## src/hw/rtl/rts_pkg.sv

```systemverilog
`timescale 1ns / 1ps
// rts_pkg: shared types and constants of the esc reverse throttle sequencer
// phase codes, pulse limits, curve coefficients and the sequencer decision struct
package rts_pkg;

  // drive phase codes
  localparam logic [1:0] PHASE_FORWARD = 2'd0;
  localparam logic [1:0] PHASE_REV_ARM = 2'd1;
  localparam logic [1:0] PHASE_REVERSE = 2'd2;
  localparam logic [1:0] PHASE_BRAKE   = 2'd3;

  // throttle pulse values, 0.1 us units
  localparam logic [14:0] NEUTRAL_PULSE = 15'd15000;
  localparam logic [14:0] FWD_MAX_PULSE = 15'd20000;
  localparam logic [14:0] REV_MIN_PULSE = 15'd10000;

  // curve terms, 0.0001 us units
  localparam logic signed [35:0] FWD_OFFSET  = 36'sd15074000;
  localparam logic signed [35:0] FWD_CAP     = 36'sd20000000;
  localparam logic signed [35:0] FWD_DEAD    = 36'sd15500000;
  localparam logic signed [35:0] REV_OFFSET  = 36'sd14730000;
  localparam logic signed [35:0] REV_FLOOR   = 36'sd10000000;
  localparam logic signed [35:0] REV_DEAD    = 36'sd14000000;
  localparam logic signed [35:0] FWD_LIN     = 36'sd200;
  localparam logic signed [35:0] REV_LIN     = 36'sd600;
  localparam logic signed [35:0] REV_QUAD    = 36'sd3;

  // x / 1000 as (x * DIV1000_RECIP) >> DIV1000_SHIFT, exact for x < 2^25
  localparam logic [25:0] DIV1000_RECIP = 26'd34359739;
  localparam int unsigned DIV1000_SHIFT = 35;

  // steering, Q20
  localparam logic signed [36:0] STEER_GAIN   = 37'sd6675442;
  localparam logic signed [39:0] STEER_CENTER = 40'sd14155776000;  // 13500 << 20
  localparam logic signed [39:0] STEER_HI_Q20 = 40'sd18811453440;  // 17940 << 20
  localparam logic signed [39:0] STEER_LO_Q20 = -40'sd9489612800;  // -9050 << 20
  localparam logic signed [15:0] STEER_HI     = 16'sd17940;
  localparam logic signed [15:0] STEER_LO     = -16'sd9050;

  // sequencer decision for the word in flight
  typedef struct packed {
    logic       use_curve;
    logic [1:0] next_phase;
  } rts_seq_t;

endpackage

```

## src/hw/rtl/esc_reverse_throttle_sequencer.sv

```systemverilog
`timescale 1ns / 1ps
// esc_reverse_throttle_sequencer: top level, input register, sequencer and result register
// depends on rts_pkg, rts_throttle, rts_steer, rts_seq

// Turns one control tick (signed speed command, steering angle in milliradians)
// into one result word: ESC throttle pulse, servo steering pulse, both in 0.1 us
// units, and the drive phase after the tick. The phase register walks
// brake -> reverse arm -> reverse so the ESC sees the brake, neutral, reverse
// pattern; the throttle follows a quadratic curve, capped at 2.0 ms / 1.0 ms,
// snapped to 1.5 ms in the dead band and forced neutral where the phase says so.
// Timing: two register stages. The speed square and the steering product are
// taken at the input register, curve, clamp and sequencer sit between it and the
// result register. A word is accepted every cycle unless the input is stalled; its result
// moves from the input register into the result register once that is free; the result
// register parts the two sides, so the input register can still take a word while a
// result waits, and only a full pipeline stalls the input.
// Reset puts the drive phase into brake.
module esc_reverse_throttle_sequencer (
  input  logic               clk_i,
  input  logic               rst_ni,
  // input words
  input  logic               in_valid_i,
  output logic               in_ready_o,
  input  logic signed [15:0] speed_command_i,
  input  logic signed [12:0] steer_angle_i,
  // result words
  output logic               out_valid_o,
  input  logic               out_ready_i,
  output logic        [14:0] throttle_pulse_o,
  output logic signed [15:0] steer_pulse_o,
  output logic        [1:0]  drive_phase_o
);
  import rts_pkg::*;

  // input register stage
  logic               in_valid_q;
  logic signed [15:0] speed_q;
  logic        [31:0] speed_sq_q;
  logic signed [36:0] steer_prod_q;
  logic        [15:0] speed_mag;
  logic               in_fire;
  logic               advance;

  // result register stage
  logic               out_valid_q;
  logic        [14:0] throttle_q;
  logic signed [15:0] steer_q;
  logic        [1:0]  phase_out_q;

  logic        [14:0] curve_pulse;
  logic signed [15:0] steer_pulse;
  logic        [1:0]  phase_cur;
  rts_seq_t           seq;

  // stage moves forward when the result register is empty or being drained
  assign advance    = in_valid_q && (!out_valid_q || out_ready_i);
  assign in_ready_o = !in_valid_q || advance;
  assign in_fire    = in_valid_i && in_ready_o;

  // magnitude fits 16 unsigned bits, -32768 included
  assign speed_mag = speed_command_i[15] ? 16'(-speed_command_i) : speed_command_i;

  always_ff @(posedge clk_i or negedge rst_ni) begin
    if (!rst_ni) begin
      in_valid_q <= 1'b0;
    end else if (in_fire) begin
      in_valid_q <= 1'b1;
    end else if (advance) begin
      in_valid_q <= 1'b0;
    end
  end

  // payload, no reset needed
  always_ff @(posedge clk_i) begin
    if (in_fire) begin
      speed_q      <= speed_command_i;
      speed_sq_q   <= 32'(speed_mag) * 32'(speed_mag);
      steer_prod_q <= 37'(steer_angle_i) * STEER_GAIN;
    end
  end

  rts_throttle u_throttle (
    .speed_i       (speed_q),
    .speed_sq_i    (speed_sq_q),
    .curve_pulse_o (curve_pulse)
  );

  rts_steer u_steer (
    .steer_prod_i  (steer_prod_q),
    .steer_pulse_o (steer_pulse)
  );

  // phase register steps once per word leaving the input stage
  rts_seq u_seq (
    .clk_i     (clk_i),
    .rst_ni    (rst_ni),
    .step_i    (advance),
    .spd_pos_i (speed_q > 16'sd0),
    .spd_neg_i (speed_q[15]),
    .phase_o   (phase_cur),
    .seq_o     (seq)
  );

  always_ff @(posedge clk_i or negedge rst_ni) begin
    if (!rst_ni) begin
      out_valid_q <= 1'b0;
    end else if (advance) begin
      out_valid_q <= 1'b1;
    end else if (out_ready_i) begin
      out_valid_q <= 1'b0;
    end
  end

  always_ff @(posedge clk_i) begin
    if (advance) begin
      throttle_q  <= seq.use_curve ? curve_pulse : NEUTRAL_PULSE;
      steer_q     <= steer_pulse;
      phase_out_q <= seq.next_phase;
    end
  end

  assign out_valid_o      = out_valid_q;
  assign throttle_pulse_o = throttle_q;
  assign steer_pulse_o    = steer_q;
  assign drive_phase_o    = phase_out_q;

  // reported phase is the phase register after the step
  a_phase_tracks : assert property (@(posedge clk_i) disable iff (!rst_ni)
    advance |=> (drive_phase_o == phase_cur))
    else $error("reported phase differs from sequencer state");

  // forward never pulls the throttle below neutral
  a_fwd_no_reverse : assert property (@(posedge clk_i) disable iff (!rst_ni)
    (out_valid_o && (drive_phase_o == PHASE_FORWARD)) |-> (throttle_pulse_o >= NEUTRAL_PULSE))
    else $error("forward phase with reverse pulse");

  // reverse and reverse arm never push the throttle above neutral
  a_rev_no_forward : assert property (@(posedge clk_i) disable iff (!rst_ni)
    (out_valid_o && ((drive_phase_o == PHASE_REVERSE) || (drive_phase_o == PHASE_REV_ARM)))
    |-> (throttle_pulse_o <= NEUTRAL_PULSE))
    else $error("reverse phase with forward pulse");

  // pulses stay inside their clamp limits
  a_pulse_range : assert property (@(posedge clk_i) disable iff (!rst_ni)
    out_valid_o |-> ((steer_pulse_o >= STEER_LO) && (steer_pulse_o <= STEER_HI)
                     && (throttle_pulse_o >= REV_MIN_PULSE)
                     && (throttle_pulse_o <= FWD_MAX_PULSE)))
    else $error("pulse outside clamp range");

endmodule

```

## src/hw/rtl/rts_throttle.sv

```systemverilog
`timescale 1ns / 1ps
// rts_throttle: quadratic throttle curve with cap, floor and dead band
// depends on rts_pkg; takes the registered speed and its registered square
module rts_throttle (
  input  logic signed [15:0] speed_i,
  input  logic        [31:0] speed_sq_i,
  output logic        [14:0] curve_pulse_o
);
  import rts_pkg::*;

  logic signed [35:0] s_ext;
  logic signed [35:0] sq_ext;
  logic signed [35:0] fwd_t;
  logic signed [35:0] rev_u;
  logic        [24:0] div_arg;
  logic        [50:0] div_prod;
  logic        [14:0] div_q;

  assign s_ext  = 36'(speed_i);
  assign sq_ext = signed'({4'b0, speed_sq_i});

  assign fwd_t = (sq_ext <<< 1) - s_ext * FWD_LIN + FWD_OFFSET;
  assign rev_u = REV_OFFSET + s_ext * REV_LIN - sq_ext * REV_QUAD;

  // one shared divide by 1000, only used when the value is inside the curve band
  assign div_arg  = (speed_i > 16'sd0) ? fwd_t[24:0] : rev_u[24:0];
  assign div_prod = 51'(div_arg) * 51'(DIV1000_RECIP);
  assign div_q    = div_prod[DIV1000_SHIFT +: 15];

  always_comb begin
    curve_pulse_o = NEUTRAL_PULSE;
    if (speed_i > 16'sd0) begin
      if (fwd_t >= FWD_CAP) begin
        curve_pulse_o = FWD_MAX_PULSE;
      end else if (fwd_t < FWD_DEAD) begin
        curve_pulse_o = NEUTRAL_PULSE;
      end else begin
        curve_pulse_o = div_q;
      end
    end else if (speed_i < 16'sd0) begin
      if (rev_u <= REV_FLOOR) begin
        curve_pulse_o = REV_MIN_PULSE;
      end else if (rev_u > REV_DEAD) begin
        curve_pulse_o = NEUTRAL_PULSE;
      end else begin
        curve_pulse_o = div_q;
      end
    end
  end

endmodule

```

## src/hw/rtl/rts_steer.sv

```systemverilog
`timescale 1ns / 1ps
// rts_steer: linear steering pulse with clamp and truncation toward zero
// depends on rts_pkg; takes the registered angle-times-gain product
module rts_steer (
  input  logic signed [36:0] steer_prod_i,
  output logic signed [15:0] steer_pulse_o
);
  import rts_pkg::*;

  logic signed [39:0] v;
  logic signed [19:0] v_floor;
  logic signed [19:0] v_trunc;

  assign v       = STEER_CENTER + 40'(steer_prod_i);
  assign v_floor = v[39:20];
  // arithmetic shift floors, so bump negatives with a fraction back toward zero
  assign v_trunc = (v[39] && (v[19:0] != 20'd0)) ? v_floor + 20'sd1 : v_floor;

  always_comb begin
    if (v >= STEER_HI_Q20) begin
      steer_pulse_o = STEER_HI;
    end else if (v <= STEER_LO_Q20) begin
      steer_pulse_o = STEER_LO;
    end else begin
      steer_pulse_o = v_trunc[15:0];
    end
  end

endmodule

```

## src/hw/rtl/rts_seq.sv

```systemverilog
`timescale 1ns / 1ps
// rts_seq: forward / brake / reverse-arm / reverse drive sequencer
// depends on rts_pkg; holds the phase register, reset to brake
module rts_seq (
  input  logic               clk_i,
  input  logic               rst_ni,
  input  logic               step_i,
  input  logic               spd_pos_i,
  input  logic               spd_neg_i,
  output logic [1:0]         phase_o,
  output rts_pkg::rts_seq_t  seq_o
);
  import rts_pkg::*;

  logic [1:0] phase_q;
  logic [1:0] phase_d;
  logic       use_curve;

  always_comb begin
    phase_d   = phase_q;
    use_curve = 1'b0;
    unique case (phase_q)
      PHASE_FORWARD: begin
        use_curve = spd_pos_i;
        phase_d   = spd_pos_i ? PHASE_FORWARD : PHASE_BRAKE;
      end
      PHASE_BRAKE: begin
        use_curve = 1'b1;
        if (spd_pos_i) begin
          phase_d = PHASE_FORWARD;
        end else if (spd_neg_i) begin
          phase_d = PHASE_REV_ARM;
        end else begin
          phase_d = PHASE_BRAKE;
        end
      end
      PHASE_REV_ARM: begin
        phase_d = spd_neg_i ? PHASE_REVERSE : PHASE_BRAKE;
      end
      PHASE_REVERSE: begin
        use_curve = spd_neg_i;
        phase_d   = spd_neg_i ? PHASE_REVERSE : PHASE_BRAKE;
      end
      default: begin
        phase_d = PHASE_BRAKE;
      end
    endcase
  end

  always_ff @(posedge clk_i or negedge rst_ni) begin
    if (!rst_ni) begin
      phase_q <= PHASE_BRAKE;
    end else if (step_i) begin
      phase_q <= phase_d;
    end
  end

  assign phase_o          = phase_q;
  assign seq_o.use_curve  = use_curve;
  assign seq_o.next_phase = phase_d;

endmodule

```

## config.mk

```make
export PLATFORM = sky130hd
export DESIGN_NAME = esc_reverse_throttle_sequencer
export DESIGN_NICKNAME = d
export VERILOG_FILES = /design/src/hw/rtl/rts_pkg.sv /design/src/hw/rtl/esc_reverse_throttle_sequencer.sv /design/src/hw/rtl/rts_throttle.sv /design/src/hw/rtl/rts_steer.sv /design/src/hw/rtl/rts_seq.sv
export SDC_FILE = /design/constraint.sdc
export NUM_CORES = 2
export LEC_CHECK = 0
export BUFFER_PORTS_ARGS = -buffer_cell sky130_fd_sc_hd__buf_4
export CAP_MARGIN = 5
export CORE_UTILIZATION = 35
export CTS_BUF_LIST = sky130_fd_sc_hd__clkbuf_16
export CTS_CLUSTER_DIAMETER = 100
export DETAILED_ROUTE_END_ITERATION = 10
export GPL_ROUTABILITY_DRIVEN = 0
export GPL_TIMING_DRIVEN = 0
export PLACE_DENSITY_LB_ADDON = 0.3
export RECOVER_POWER = 50
export SLEW_MARGIN = 20
export SYNTH_ARGS = -nofsm -noshare
export SYNTH_HDL_FRONTEND = slang
export SYNTH_HIERARCHICAL = 1
export SYNTH_SLANG_ARGS = --single-unit
```

## constraint.sdc

```tcl
create_clock -name clk_i -period 12.4 [get_ports clk_i]
set_clock_uncertainty 0.1 [all_clocks]
set_input_delay 0.62 -clock clk_i [delete_from_list [all_inputs] [get_ports clk_i]]
set_output_delay 0.62 -clock clk_i [all_outputs]
set_load 0.1 [all_outputs]
```

# [Word-level counts from Yosys, hierarchy flattened]
# Cells that the tools add are included.
[word_totals] register_bits=121 input_bits=33 output_inout_bits=35
[op_classes] add_sub_neg=7 n_mul=6 order_cmp=8 eq_ne=3 mux=20 reduce_logical=13
[ops] operator="2-to-1 mux 15 bit" count=6
[ops] operator="multiplier 25 x 26 -> 50 bit, second input constant" count=1
[ops] operator="2-to-1 mux 16 bit" count=3
[ops] operator="adder 35 x 37 -> 38 bit, first input constant" count=1
[ops] operator="greater-or-equal comparator 38 x 36 -> 1 bit, second input constant" count=1
[ops] operator="less-or-equal comparator 38 x 35 -> 1 bit, second input constant" count=1
[ops] operator="adder 25 x 36 -> 36 bit, first input constant" count=1
[ops] operator="adder 36 x 25 -> 36 bit, second input constant" count=1
[ops] operator="greater-or-equal comparator 36 x 26 -> 1 bit, second input constant" count=1
[ops] operator="> comparator 36 x 25 -> 1 bit, second input constant" count=1
[ops] operator="less-or-equal comparator 36 x 25 -> 1 bit, second input constant" count=1
[ops] operator="< comparator 36 x 25 -> 1 bit, second input constant" count=1
[ops] operator="multiplier 13 x 23 -> 36 bit, second input constant" count=1
[ops] operator="subtractor 34 x 36 -> 36 bit" count=1
[ops] operator="subtractor 36 bit" count=1
[ops] operator="multiplier 32 x 2 -> 34 bit, second input constant" count=1
[ops] operator="multiplier 16 x 16 -> 32 bit" count=1
[ops] operator="2-to-1 mux 25 bit" count=1
[ops] operator="multiplier 16 x 8 -> 24 bit, second input constant" count=1
[ops] operator="multiplier 16 x 6 -> 22 bit, second input constant" count=1
[ops] operator="nonzero test 20 bit" count=1
[ops] operator="adder 16 x 2 -> 16 bit, second input constant" count=1
[ops] operator="> comparator 16 x 1 -> 1 bit, second input constant" count=1
[ops] operator="< comparator 16 x 1 -> 1 bit, second input constant" count=1
[ops] operator="13 further kinds" count=26

# [Depth between registers and ports, before layout]
[logic_depth] ltp_word=9 ltp_mapped=57 mapped_depth_nobuf=56

# [Cells and area by module]
# Netlist, hierarchy kept.
[by_module_without_submodules] module="rts_throttle" instances=1 cells_each=2483 area_each_um2=20541.0 seq_area_each_um2=0.0
[by_module_without_submodules] module="esc_reverse_throttle_sequencer" instances=1 cells_each=1580 area_each_um2=16613.4 seq_area_each_um2=3503.4
[by_module_without_submodules] module="rts_steer" instances=1 cells_each=211 area_each_um2=1437.6 seq_area_each_um2=0.0
[by_module_without_submodules] module="rts_seq" instances=1 cells_each=22 area_each_um2=225.2 seq_area_each_um2=52.6

# [Least setup slack after synthesis]
# OpenSTA, ideal clock, no wires.
[synth_path] kind="flip-flop to flip-flop" from="reg speed_q[15]" to="reg throttle_q[14] (netlist: throttle_pulse_o[14]), data pin" setup_ns=0.255 arrival_time_ns=12.325 required_time_ns=12.045 slack_ns=-0.279 path_stages_with_launch=47 path_buffers=0 synth_period_minus_slack_ns=12.679 path_cell_list="edfxtp_1 > clkinv_1 > ha_1 > inv_1 > fa_1 > fa_1 > inv_1 > ha_1 > a21o_1 > a21o_1 > o41a_1 > xnor2_1 > ha_1 > inv_1 > ha_1 > inv_1 > o2111ai_1 > nor3_1 > [11 not listed] > inv_1 > fa_1 > inv_1 > fa_1 > fa_1 > inv_1 > ha_1 > nand4_1 > or4_1 > a221oi_1 > a221o_1 > a221o_1 > nor4_1 > nor3_1 > nand3_1 > a21o_1 > a31o_1 > and2_1"
[synth_between] elab_chain_len=9 elab_cells_between_ends=21
[synth_rtl] element="start: declaration" line_no="esc_reverse_throttle_sequencer.sv:37" source="logic signed [15:0] speed_q;"
[synth_rtl] element="start signal: assignment" line_no="esc_reverse_throttle_sequencer.sv:76" source="speed_q <= speed_command_i;"
[synth_rtl] element="multiplier 16 x 8 -> 24 bit / multiplier 16 x 6 -> 22 bit (equally long branches)" line_no="rts_throttle.sv:23, rts_throttle.sv:22"
[synth_rtl] element="adder 25 x 36 -> 36 bit / subtractor 34 x 36 -> 36 bit (equally long branches)" line_no="rts_throttle.sv:23, rts_throttle.sv:22"
[synth_rtl] element="subtractor 36 bit / adder 36 x 25 -> 36 bit (equally long branches)" line_no="rts_throttle.sv:23, rts_throttle.sv:22"
[synth_rtl] element="2-to-1 mux 25 bit" line_no="rts_throttle.sv:26" source="assign div_arg = (speed_i > 16'sd0) ? fwd_t[24:0] : rev_u[24:0];"
[synth_rtl] element="multiplier 25 x 26 -> 50 bit" line_no="rts_throttle.sv:27" source="assign div_prod = 51'(div_arg) * 51'(DIV1000_RECIP);"
[synth_rtl] element="2-to-1 mux 15 bit" line_no="rts_throttle.sv:43" source="end else if (rev_u > REV_DEAD) begin"
[synth_rtl] element="2-to-1 mux 15 bit" line_no="rts_throttle.sv:41" source="if (rev_u <= REV_FLOOR) begin"
[synth_rtl] element="2-to-1 mux 15 bit" line_no="rts_throttle.sv:40" source="end else if (speed_i < 16'sd0) begin"
[synth_rtl] element="2-to-1 mux 15 bit (*)" line_no="rts_throttle.sv:32" source="if (speed_i > 16'sd0) begin"
[synth_rtl] element="net curve_pulse[14]" line_no="esc_reverse_throttle_sequencer.sv:50" source="logic [14:0] curve_pulse;"
[synth_rtl] element="end signal: assignment" line_no="esc_reverse_throttle_sequencer.sv:116" source="throttle_q <= seq.use_curve ? curve_pulse : NEUTRAL_PULSE;"
[synth_rtl] element="end: declaration" line_no="esc_reverse_throttle_sequencer.sv:46" source="logic [14:0] throttle_q;"
# The timed path passes the listed nets; every way through them passes the cells marked *.
# A chain may end at the register's enable or synchronous reset.

# [Final worst setup path]
[layout_path] from="reg speed_q[3]" to="reg throttle_q[14] (netlist: throttle_pulse_o[14]), data pin"
# Same word-level chain as after synthesis.

==> results by group <==
Status
  – Status: finished with violations
  – Failing checks: capacitance limit, slew limit, setup timing

Drt
  – Routed wire length: 98.5 mm
  – Initial DRC Count: between 1,000 and 1,500
  – Routed len/inst: approximately 16 microns
  – DRC Markers: 0
  – ANT nets after route: 0
  – TritonRoute pass-1 iters: 6
  – Via/cell ratio: 4.92
  – Routed via count: 29,532

Finish
  – Ratio of cells with drive above 1 in the final layout: 11.1%
  – Final Cell Area: 44,000 sq um
  – Ant diodes: 0
  – Final nets: 5,820
  – Area Overhead vs Synth: 13.4%
  – Commonest non-fill, non-tap cells in the layout: inv_1, ha_1, fa_1
  – Filler cells: 10,896
  – Commonest non-fill, non-tap cell in the layout: inv_1
  – Post-layout util: 40.2%

Synth
  – Ys Warns: 6
  – Sequential fraction of the synthesis area: 9.16%
  – Post-synthesis cell type count: ~110
  – Asr flop ratio synth: 3.36%
  – Post-Syn Instances: between 4,000 and 5,000
  – Most common flop cell mapped by yosys: edfxtp_1
  – Post-synthesis sequential element count: about 120
  – Syn Std Cell Area: just under 40,000 sq um
  – Syn Area/Cell: 9.04 sq um
  – EDFF count, synth: roughly 120

Setup path
  – CP peak stage delay: 550 ps
  – WS Path Type: register to register
  – Top Family by Delay on Critical Path: adder cells
  – Startpoint types: register
  – CP required: 12,540 ps
  – Setup crit end kind: register
  – CP max stage cell: fa_1
  – CP Max Fanout: 7
  – Data arrival, critical path: between 10,000 and 15,000 ps
  – Critical path's most frequent cell: fa_1
  – Worst path buffer plus inverter count: 8

Clock network
  – H-tree levels: 4
  – Root Driver: clkbuf_16
  – Clock sink count: approximately 120
  – CTS tree: built
  – Clk slew on worst S/H paths: 60 ps
  – Longest Clk Path Bufs: 2
  – Cts bufs inserted: 17
  – Worst skew pair latency: 490 ps

Global routing
  – Busiest layer in global routing: met2
  – First-pass GRT wire length: 160 mm
  – Initial antenna violation count: 0
  – Met3 Use GR: 1.70%
  – Met1 Resource Use GR: 23.8%
  – Pin count of the biggest net entering global routing: 57
  – GRT Residual Overflow: 0
  – Met2 Track Usage GR: a little under a third
  – Number of global-route vias before repair: 30,788
  – GR Util All Layers: 17.8%

Floorplan
  – Die area: roughly 110,000 sq um
  – Starting density of the core: 35.5%
  – I/O pin cnt: 68
  – Die Y: 335 microns
  – Row count: between 100 and 150
  – Core Footprint: approximately 110,000 sq um
  – Die width: 335 microns

Timing
  – Max Slew Vio Count: 106
  – Least-Margin Pin Slew: ~2800 ps
  – FMAX: 0.0795 GHz
  – Unrepaired setup endpoints after global routing: yes
  – Min Hold Slack: 241 ps
  – Final worst slack: -186 ps
  – Final period utilization: 101%
  – Slew headroom: -89.9%
  – # setup viols final: 4
  – Period minus WS final: 12,590 ps
  – Final hold violation count: 0

Placed design
  – HPWL after detailed placement: about 84 mm
  – Dpl cell area: between 40,000 and 50,000 sq um
  – Dpl ws: -2610 ps
  – PortBufs: 67

Flow run
  – Maxcap violations: 3

Worst hold path
  – Hold Crit Class: input pin to register
==> kinds of logic (layout without fill, tap and decap cells) <==
group | Yosys count | count (layout) | share of synthesized area [%]
XOR/XNOR | 221 | 221 | 5.06
flip-flops | 119 | 119 | 9.16
AO/OA/AOI/OAI | 726 | 726 | 12.6
other | 2 | 20 | 0.0193
adder cells (fa/ha/maj) | 1273 | 1273 | 51.1
AND/OR/NAND/NOR | 872 | 872 | 11.1
multiplexers | 18 | 18 | 0.487
buffers and inverters | 1065 | 1278 | 10.5
==> timing repair <==
item,4_1_cts,5_1_grt
hold endpoints to repair,4,0
pin swaps,105,76
resized for setup,197,64
endpoints found under the setup margin,15,10
setup buffers,90,28
hold buffers,1,0
==> final timing paths <==
kind                                         from                                 end  slack (ps)  cells after the start
setup reg to reg             speed_q[3]$_DFFE_PP_  throttle_pulse_o[14]$_SDFFCE_PN0P_        -190                     52
setup / recovery             speed_q[3]$_DFFE_PP_  throttle_pulse_o[14]$_SDFFCE_PN0P_        -190                     52
hold reg to reg            in_valid_q$_DFFE_PN0P_             out_valid_o$_DFFE_PN0P_         390                      1
max in group asynchronous                  rst_ni        u_seq/phase_o[1]$_DFFE_PN1P_       11440                      2
min in group asynchronous                  rst_ni              in_valid_q$_DFFE_PN0P_         460                      2
hold / removal                         in_valid_i              in_valid_q$_DFFE_PN0P_         240                      2
==> metrics by stage <==
step / TNS [ps] / instances
finish: -444 / 6003
global route: -3070 / 6003
CTS: -66.8 / 5980
detailed placement: -28840 / 5863
global placement: -29640 / 5857
floorplan: 0 / 4314
==> layout make-up <==
type	instances	area [sq um]	area share, %
multi-input combinational	3130	32600	74.0
inverter	982	3700	8.41
sequential	119	3560	8.08
tap	1476	1850	4.20
timing repair buffer	189	1390	3.16
clock buffer	17	425	0.967
buffer	75	365	0.830
clock inverter	15	160	0.364
==> synth_stat cells (15+ instances only) <==
master	count	area share, %
a21o_1	90	1.7
or2_2	16	0.26
nand3_1	63	0.81
nand2b_1	42	0.68
o21bai_1	30	0.58
o31ai_1	15	0.29
clkbuf_1	51	0.49
and3_1	25	0.40
xnor2_1	141	3.2
nor3_1	55	0.71
and2_1	24	0.39
nand4_1	38	0.61
o21a_1	30	0.58
inv_1	973	9.4
nand2_1	253	2.4
fa_1	519	27
edfxtp_1	115	8.9
nor2_1	215	2.1
nor2b_1	35	0.56
nor4_1	26	0.42
o211ai_1	19	0.37
a211oi_1	28	0.54
ha_1	754	24
o21ai_0	133	1.7
or3_1	17	0.27
buf_2	19	0.24
a21oi_1	201	2.6
xor2_1	76	1.7
a31oi_1	34	0.55
==> state kept, by name, summed over array words and instances, names as in the netlist <==
| register | count |
|---|---|
| speed_sq_q | 30 |
| in_valid_q | 1 |
| throttle_pulse_o | 15 |
| drive_phase_o | 2 |
| steer_pulse_o | 16 |
| speed_q | 16 |
| u_seq/phase_o | 2 |
| out_valid_o | 1 |
| steer_prod_q | 36 |
==> layer usage <==
metal | vias up | wire [microns] | part of all wire [%]
met5 | - | 0 | 0
met4 | 0 | 2670 | 2.7
met3 | 129 | 3080 | 3.1
met2 | 524 | 46600 | 47
met1 | 14283 | 46200 | 47
li1 | 14596 | - | -
Power is not shown: default switching activity piles up to over one toggle a cycle in this logic, so the estimate is an artifact.
